<file path="config.mk">
export PLATFORM = sky130hd
export DESIGN_NAME = servo_slew_position_controller
export DESIGN_NICKNAME = d
export VERILOG_FILES = /design/src/sv/sspc_pkg.sv /design/src/sv/servo_slew_position_controller.sv
export SDC_FILE = /design/constraint.sdc
export NUM_CORES = 2
export LEC_CHECK = 0
export BUFFER_PORTS_ARGS = -buffer_cell sky130_fd_sc_hd__buf_4
export CORE_UTILIZATION = 45
export DETAILED_ROUTE_END_ITERATION = 10
export GPL_TIMING_DRIVEN = 0
export PLACE_DENSITY = 0.64
export SYNTH_ARGS = -nofsm -noshare
export SYNTH_HDL_FRONTEND = slang
export SYNTH_SLANG_ARGS = --single-unit
</file>
<file path="constraint.sdc">
create_clock -name i_clk -period 23.4 [get_ports i_clk]
set_input_delay 0 -clock i_clk [delete_from_list [all_inputs] [get_ports i_clk]]
set_output_delay 0 -clock i_clk [all_outputs]
set_load 0.01 [all_outputs]
</file>
<file path="src/sv/sspc_pkg.sv">
`timescale 1ns / 1ps

package sspc_pkg;

    localparam int PULSE_BITS      = 12;
    localparam int ANGLE_FRAC_BITS = 4;

    localparam int PULSE_W   = PULSE_BITS;
    localparam int DEG_W     = 10;
    localparam int ANGLE_W   = 14;
    localparam int DIR_W     = 2;
    localparam int REQ_W     = 3;
    localparam int CFG_IDX_W = 3;
    localparam int CFG_DAT_W = 12;

    localparam int SCL_W   = (ANGLE_W > DEG_W + ANGLE_FRAC_BITS) ? ANGLE_W
                                                                  : DEG_W + ANGLE_FRAC_BITS;
    localparam int X_W     = SCL_W + 1;
    localparam int DEN_W   = DEG_W + 1 + ANGLE_FRAC_BITS;
    localparam int PDIFF_W = PULSE_W + 1;
    localparam int OP_A_W  = (X_W > PULSE_W + 1) ? X_W : PULSE_W + 1;
    localparam int OP_B_W  = (PDIFF_W > DEN_W) ? PDIFF_W : DEN_W;
    localparam int OP_W    = (OP_A_W > OP_B_W) ? OP_A_W : OP_B_W;
    localparam int PROD_W  = 2 * OP_W;
    localparam int NUM_W   = PROD_W + 1;
    localparam int DIV_W   = NUM_W - 1;
    localparam int REM_W   = DEN_W + 1;
    localparam int CNT_W   = $clog2(DIV_W + 1);

    localparam logic signed [DEG_W-1:0] DEG_LOW_RST   = 10'sd0;
    localparam logic signed [DEG_W-1:0] DEG_HIGH_RST  = 10'sd180;
    localparam logic signed [DEG_W-1:0] HOME_DEG_RST  = 10'sd90;
    localparam logic [PULSE_W-1:0]      PLS_LOW_RST   = PULSE_W'(150);
    localparam logic [PULSE_W-1:0]      PLS_HIGH_RST  = PULSE_W'(600);
    localparam logic [PULSE_W-1:0]      STEP_RST      = PULSE_W'(5);
    localparam logic [PULSE_W-1:0]      PULSE_RST     = PULSE_W'(375);

    typedef enum logic [REQ_W-1:0] {
        REQ_TICK   = 3'd0,
        REQ_ABS    = 3'd1,
        REQ_REL    = 3'd2,
        REQ_ROTATE = 3'd3,
        REQ_STOP   = 3'd4,
        REQ_HOME   = 3'd5
    } t_req;

    typedef enum logic [CFG_IDX_W-1:0] {
        CFG_DEG_LOW  = 3'd0,
        CFG_DEG_HIGH = 3'd1,
        CFG_PLS_LOW  = 3'd2,
        CFG_PLS_HIGH = 3'd3,
        CFG_STEP     = 3'd4,
        CFG_HOME_DEG = 3'd5
    } t_cfg_idx;

    typedef enum logic [2:0] {
        ST_IDLE,
        ST_MUL_NUM,
        ST_MUL_OFS,
        ST_PREP,
        ST_DIV,
        ST_POST,
        ST_OUT
    } t_state;

endpackage

</file>
<file path="src/sv/servo_slew_position_controller.sv">
`timescale 1ns / 1ps

// channel   direction  handshake                    payload
// in        input      i_in_valid / o_in_stall      i_req_type, i_angle, i_direction
// out       output     o_out_valid / i_out_stall    o_pulse_width, o_target_width, o_pwm_write
// cfg       input      i_cfg_valid / o_cfg_ready    i_cfg_index, i_cfg_data
//
// tick, rotate, stop, unused requests and mapped requests with equal degree bounds:
// result in the cycle after the transfer
// absolute, relative and home: result after ST_MUL_NUM, ST_MUL_OFS, ST_PREP, ST_DIV and
// ST_POST; ST_DIV is the restoring divider that produces one quotient bit per cycle
// one item at a time; o_in_stall is high from transfer until the result is taken
// synchronous active-low reset restores the configuration registers, the state and a pulse of 375

module servo_slew_position_controller
    import sspc_pkg::*;
(
    input  logic                        i_clk,
    input  logic                        i_rst_n,
    input  logic                        i_in_valid,
    output logic                        o_in_stall,
    input  logic [REQ_W-1:0]            i_req_type,
    input  logic signed [ANGLE_W-1:0]   i_angle,
    input  logic signed [DIR_W-1:0]     i_direction,
    output logic                        o_out_valid,
    input  logic                        i_out_stall,
    output logic [PULSE_W-1:0]          o_pulse_width,
    output logic [PULSE_W-1:0]          o_target_width,
    output logic                        o_pwm_write,
    input  logic                        i_cfg_valid,
    output logic                        o_cfg_ready,
    input  logic [CFG_IDX_W-1:0]        i_cfg_index,
    input  logic [CFG_DAT_W-1:0]        i_cfg_data
);

    t_state                       r_state, n_state;
    logic signed [DEG_W-1:0]      r_deg_low, r_deg_high, r_home;
    logic [PULSE_W-1:0]           r_pls_low, r_pls_high, r_step;
    logic [PULSE_W-1:0]           r_cur, n_cur, r_tgt, n_tgt;
    logic                         r_wr, n_wr;
    logic                         r_rel, n_rel;
    logic signed [X_W-1:0]        r_x, n_x;
    logic signed [DEN_W-1:0]      r_den, n_den;
    logic signed [NUM_W-1:0]      r_num, n_num, r_prod, n_prod;
    logic                         r_neg, n_neg;
    logic [REM_W-1:0]             r_rem, n_rem;
    logic [DIV_W-1:0]             r_quo, n_quo;
    logic [CNT_W-1:0]             r_cnt, n_cnt;

    logic                         deg_ok;
    logic signed [X_W-1:0]        ang_x, dl_x, hd_x;
    logic signed [DEN_W-1:0]      den_c;
    logic signed [PDIFF_W-1:0]    pdiff;
    logic signed [OP_W-1:0]       mul_a, mul_b;
    logic signed [PROD_W-1:0]     mul_p;
    logic signed [NUM_W-1:0]      sum, q_s, pl_s, ph_s, clamp_lo, rel_s;
    logic [REM_W-1:0]             trial;
    logic signed [PULSE_W:0]      diff;
    logic [PULSE_W-1:0]           mag;

    assign o_cfg_ready    = 1'b1;
    assign o_in_stall     = (r_state != ST_IDLE);
    assign o_out_valid    = (r_state == ST_OUT);
    assign o_pulse_width  = r_cur;
    assign o_target_width = r_tgt;
    assign o_pwm_write    = r_wr;

    always_ff @(posedge i_clk) begin
        if (!i_rst_n) begin
            r_deg_low  <= DEG_LOW_RST;
            r_deg_high <= DEG_HIGH_RST;
            r_pls_low  <= PLS_LOW_RST;
            r_pls_high <= PLS_HIGH_RST;
            r_step     <= STEP_RST;
            r_home     <= HOME_DEG_RST;
        end else if (i_cfg_valid) begin
            case (t_cfg_idx'(i_cfg_index))
                CFG_DEG_LOW:  r_deg_low  <= $signed(i_cfg_data[DEG_W-1:0]);
                CFG_DEG_HIGH: r_deg_high <= $signed(i_cfg_data[DEG_W-1:0]);
                CFG_PLS_LOW:  r_pls_low  <= i_cfg_data[PULSE_W-1:0];
                CFG_PLS_HIGH: r_pls_high <= i_cfg_data[PULSE_W-1:0];
                CFG_STEP:     r_step     <= i_cfg_data[PULSE_W-1:0];
                CFG_HOME_DEG: r_home     <= $signed(i_cfg_data[DEG_W-1:0]);
                default: ;
            endcase
        end
    end

    always_ff @(posedge i_clk) begin
        if (!i_rst_n) begin
            r_state <= ST_IDLE;
            r_cur   <= PULSE_RST;
            r_tgt   <= PULSE_RST;
            r_wr    <= 1'b0;
        end else begin
            r_state <= n_state;
            r_cur   <= n_cur;
            r_tgt   <= n_tgt;
            r_wr    <= n_wr;
        end
    end

    always_ff @(posedge i_clk) begin
        r_rel  <= n_rel;
        r_x    <= n_x;
        r_den  <= n_den;
        r_num  <= n_num;
        r_prod <= n_prod;
        r_neg  <= n_neg;
        r_rem  <= n_rem;
        r_quo  <= n_quo;
        r_cnt  <= n_cnt;
    end

    // shared multiplier
    always_comb begin
        if (r_state == ST_MUL_NUM) begin
            mul_a = OP_W'(r_x);
            mul_b = OP_W'(pdiff);
        end else begin
            mul_a = $signed(OP_W'(r_pls_low));
            mul_b = OP_W'(r_den);
        end
    end
    assign mul_p = mul_a * mul_b;

    assign deg_ok = (r_deg_high != r_deg_low);
    assign ang_x  = X_W'(i_angle);
    assign dl_x   = X_W'(r_deg_low) <<< ANGLE_FRAC_BITS;
    assign hd_x   = X_W'(r_home) <<< ANGLE_FRAC_BITS;
    assign den_c  = (DEN_W'(r_deg_high) - DEN_W'(r_deg_low)) <<< ANGLE_FRAC_BITS;
    assign pdiff  = $signed({1'b0, r_pls_high}) - $signed({1'b0, r_pls_low});

    assign sum    = r_num + r_prod;
    assign trial  = {r_rem[REM_W-2:0], r_quo[DIV_W-1]};
    assign q_s    = r_neg ? -$signed({1'b0, r_quo}) : $signed({1'b0, r_quo});
    assign pl_s   = $signed(NUM_W'(r_pls_low));
    assign ph_s   = $signed(NUM_W'(r_pls_high));
    assign clamp_lo = (q_s < pl_s) ? pl_s : q_s;
    assign rel_s  = q_s + $signed(NUM_W'(r_tgt));

    assign diff   = $signed({1'b0, r_tgt}) - $signed({1'b0, r_cur});
    assign mag    = diff[PULSE_W] ? PULSE_W'(-diff) : diff[PULSE_W-1:0];

    always_comb begin
        n_state = r_state;
        n_cur   = r_cur;
        n_tgt   = r_tgt;
        n_wr    = r_wr;
        n_rel   = r_rel;
        n_x     = r_x;
        n_den   = r_den;
        n_num   = r_num;
        n_prod  = r_prod;
        n_neg   = r_neg;
        n_rem   = r_rem;
        n_quo   = r_quo;
        n_cnt   = r_cnt;
        case (r_state)
            ST_IDLE: begin
                if (i_in_valid) begin
                    n_wr    = 1'b0;
                    n_state = ST_OUT;
                    n_den   = den_c;
                    case (t_req'(i_req_type))
                        REQ_TICK: begin
                            n_wr = 1'b1;
                            if (mag <= r_step) begin
                                n_cur = r_tgt;
                            end else if (!diff[PULSE_W]) begin
                                n_cur = r_cur + r_step;
                            end else begin
                                n_cur = r_cur - r_step;
                            end
                        end
                        REQ_ABS: begin
                            n_rel = 1'b0;
                            n_x   = ang_x - dl_x;
                            if (deg_ok) begin
                                n_state = ST_MUL_NUM;
                            end
                        end
                        REQ_REL: begin
                            n_rel = 1'b1;
                            n_x   = ang_x;
                            if (deg_ok) begin
                                n_state = ST_MUL_NUM;
                            end
                        end
                        REQ_HOME: begin
                            n_rel = 1'b0;
                            n_x   = hd_x - dl_x;
                            if (deg_ok) begin
                                n_state = ST_MUL_NUM;
                            end
                        end
                        REQ_ROTATE: begin
                            if (i_direction[DIR_W-1]) begin
                                n_tgt = r_pls_low;
                            end else if (i_direction != '0) begin
                                n_tgt = r_pls_high;
                            end else begin
                                n_tgt = r_cur;
                            end
                        end
                        REQ_STOP: begin
                            n_tgt = r_cur;
                        end
                        default: ;
                    endcase
                end
            end
            ST_MUL_NUM: begin
                // fold the divisor sign into the numerator
                if (r_den < 0) begin
                    n_num = -NUM_W'(mul_p);
                    n_den = -r_den;
                end else begin
                    n_num = NUM_W'(mul_p);
                end
                n_state = ST_MUL_OFS;
            end
            ST_MUL_OFS: begin
                n_prod  = r_rel ? '0 : NUM_W'(mul_p);
                n_state = ST_PREP;
            end
            ST_PREP: begin
                n_neg   = sum < 0;
                n_quo   = sum < 0 ? DIV_W'(-sum) : DIV_W'(sum);
                n_rem   = '0;
                n_cnt   = CNT_W'(DIV_W);
                n_state = ST_DIV;
            end
            ST_DIV: begin
                if (trial >= {1'b0, r_den}) begin
                    n_rem = trial - {1'b0, r_den};
                    n_quo = {r_quo[DIV_W-2:0], 1'b1};
                end else begin
                    n_rem = trial;
                    n_quo = {r_quo[DIV_W-2:0], 1'b0};
                end
                n_cnt = r_cnt - 1'b1;
                if (r_cnt == CNT_W'(1)) begin
                    n_state = ST_POST;
                end
            end
            ST_POST: begin
                if (r_rel) begin
                    if (rel_s < 0) begin
                        n_tgt = '0;
                    end else if (rel_s > $signed(NUM_W'({PULSE_W{1'b1}}))) begin
                        n_tgt = '1;
                    end else begin
                        n_tgt = rel_s[PULSE_W-1:0];
                    end
                end else begin
                    n_tgt = (clamp_lo > ph_s) ? r_pls_high : clamp_lo[PULSE_W-1:0];
                end
                n_state = ST_OUT;
            end
            ST_OUT: begin
                if (!i_out_stall) begin
                    n_state = ST_IDLE;
                end
            end
            default: begin
                n_state = ST_IDLE;
            end
        endcase
    end

endmodule

</file>
==> results.md <==
* Status: completed
* Max H-tree Level at 1
* Final ANT Viol Nets at 0
* Slew margin rel. at between 3 and 4%
* Post-route setup TNS at 0 ns
* Synth Flop Type: edfxtp_1
* Clock latency on the worst-skew pair at around 0.57 ns
* Fin area at 31200 um^2
* Fin cells at 4336
* Die width at 253 um
* Drt wl/cell at 19.2 um
* WP data arrival at 11.90 ns
* # port buffers at 65
* Max Slew Vio Count at 0
* Die H at 253 um
* Starting Density at 45.7%
* Starting DRT DRC Count at between 2k and 2.5k
* RSZ-0062 raised after global routing: false
* Worst min path class: in2reg
* CTS tree: built
* Synth Register Bits at 235
* Util after Layout at between 50% and 60%
* Fmax at 86.2 MHz
* Core area at 61900 um^2
* Share of layout cells above drive strength 1 at roughly 5.7%
* VDD IR max at between 200 and 250 uV
* DR WL met2 at 36.6 mm
* Max incr delay on CP at 0.85 ns
* DRC at 0
* Synth area leaders: fa_1 (16%), edfxtp_1 (15%), ha_1 (11%)
* Post-synth ARST share at 0%
* Clock share of power at 8.8%
* Switching power at 2.56 mW
* Gate power share at 76.6%
* Clock slew at reported path FFs at about 0.06 ns
* Number of antenna violations at the first check in global routing at 1
* M1 WL at 37.5 mm
* Slowest CP cell: o41ai_2
* Die area at 63800 um^2
* Root buffer cell: clkbuf_16
* WS Path Type: reg2reg
* Tmin final at between 10 and 15 ns
* GRT Total Usage at 25.9%
* Total gr overflow at 0
* Core Rows at 91
* Cell Area, Placed at around 30000 um^2
* PwrDens at 157 nW/um^2
* Post-synthesis sequential area ratio at 21.6%
* Largest net degree at the start of global routing at 32
* Setup WS post-layout at between 10 and 15 ns
* Nets at 3985
* Max layer used: met4
* Sw frac at between 50% and 60%
* Crit end category: flop
* Vias in the first global route at 22.9k
* Mapped Cells at about 3.3k
* Hold Fails Final Rpt at 0
* First-pass GRT wire length at 129 mm
* Setup violators final at 0
* Crit path top cell by count: fa_1
* Commonest non-fill, non-tap cell in the layout: inv_1
* Max-Cap Viols at 0
* Routed WL at 83.1 mm
* Setup WS pre-CTS at 12.22 ns
* Clk_skew at 0.0299 ns
* Met3 WL at roughly 6.3 mm
* Ports at 67
* Synth Cell Area at 28300 um^2
* Worst slew pin tran at roughly 1.4 ns
* Fin Hold WS at 0.0220 ns
* Routability cong. at between 0.9 and 1
* DP Cell Count at 4248
* Most frequent cells in the layout: inv_1 (404), nand2_1 (379), nor2_1 (292)
* Syn. warnings at 0
* Required time worst endpoint at 23.70 ns
* Fill cells at 6039
* Number of CTS-inserted buffers at 29
* P&R area growth vs syn at 10.2%
* Leak pwr at 13.7 nW
* TritonRoute pass-1 iters at 5
* Post-CTS Setup Repair Bufs at 0
* Detailed Place HPWL at slightly below 70 mm
* Crit path launch type: flop
* Clk buf depth at 3
* Internal at 2.33 mW
* CP Max Fanout at 10
* Tcrit/Tclk final at 49.6%
* Sink Count at approximately 240
* Post-synth EDFFs at 141
* Yosys cell types at 87
* Overall power at just under 5 mW
* Area leader, netlist: fa_1
* Synth Area per Inst at 8.47 um^2
* Avg Vias per Cell at around 5.6
* Flop pwr share at approximately 15%
* Vias post-DR at 24.2k
* # diodes at 0
* Yosys top cell area share at around 16%
==> synth_stat cells, types with 42 or more instances <==
cell / n
fa_1: 229
inv_1: 404
o211ai_1: 44
nor2b_1: 42
dfxtp_1: 94
and2_1: 52
a21o_1: 64
ha_1: 239
nand2_1: 380
xor2_1: 76
edfxtp_1: 141
nand2b_1: 42
a21oi_1: 170
mux2i_1: 43
clkbuf_1: 99
nor2_1: 292
xnor2_1: 137
nor3_1: 68
a21boi_0: 67
nand3_1: 69
o21ai_0: 140
==> layer usage <==
metal / up-vias / GRT usage [%]
li1: 11700 / -
met1: 11600 / 36.8
met2: 770 / 40.2
met3: 136 / 4.49
met4: 0 / 7.83
met5: - / 0
==> flip-flops by register name, indices dropped and copies added (netlist names), 13 cells and up <==
| signal | count |
|---|---|
| r_num | 31 |
| r_x | 15 |
| r_rem | 15 |
| r_prod | 30 |
| r_den | 13 |
| r_quo | 30 |
==> critical path: cells and delay by family (launching register included) <==
kind | cells | cell delay (ns)
XOR/XNOR | 1 | 0.67
AO/OA/AOI/OAI | 15 | 3.73
AND/OR/NAND/NOR | 6 | 1.50
flip-flops | 1 | 0.61
adder cells (fa/ha/maj) | 9 | 3.93
buffers and inverters | 4 | 0.87
==> layout make-up <==
class	count	area, um^2	area share, %
flip-flops and latches	235	6120	19.6
multi-input cells	2579	20200	64.7
well taps	837	1050	3.36
plain buffers	122	480	1.54
repair buffers	106	916	2.94
inverters	405	1520	4.88
clock inverters	19	131	0.422
clock buffers	33	776	2.49
==> power by group through the flow <==
stage | Sequential [mW] | Combinational (mW) | Clock, mW
after floorplan | 0.701 | 2.83 | 0
after global placement | 0.726 | 3.66 | 0
after detailed placement | 0.724 | 3.69 | 0
after CTS | 0.716 | 3.73 | 0.434
after global routing | 0.725 | 4.21 | 0.451
final | 0.717 | 3.74 | 0.430
==> logic make-up (layout without fill, tap and decap cells) <==
kind of cell,Yosys count,after routing,share of synthesized area (%)
AND/OR/NAND/NOR,1111,1111,18.7
AO/OA/AOI/OAI,721,721,16.9
buffers and inverters,527,685,7.07
adder cells (fa/ha/maj),468,468,26.8
flip-flops,235,235,21.6
XOR/XNOR,213,213,6.60
multiplexers,63,63,2.32
other,2,3,0.0266
==> final timing paths <==
kind                  start           end  slack (ns)  cells past startpoint
min          i_cfg_index[2]     r_step[1]        0.02                      5
max            r_pls_low[0]     r_num[30]       11.80                     35
min reg2reg    r_deg_low[9]  r_deg_low[9]        0.46                      2
max reg2reg    r_pls_low[0]     r_num[30]       11.80                     35
==> repair_timing <==
action	4_1_cts	5_1_grt
hold endpoints to repair	92	0
resized for setup	0	0
hold buffers	35	0
(Power assumes the default switching activity.)
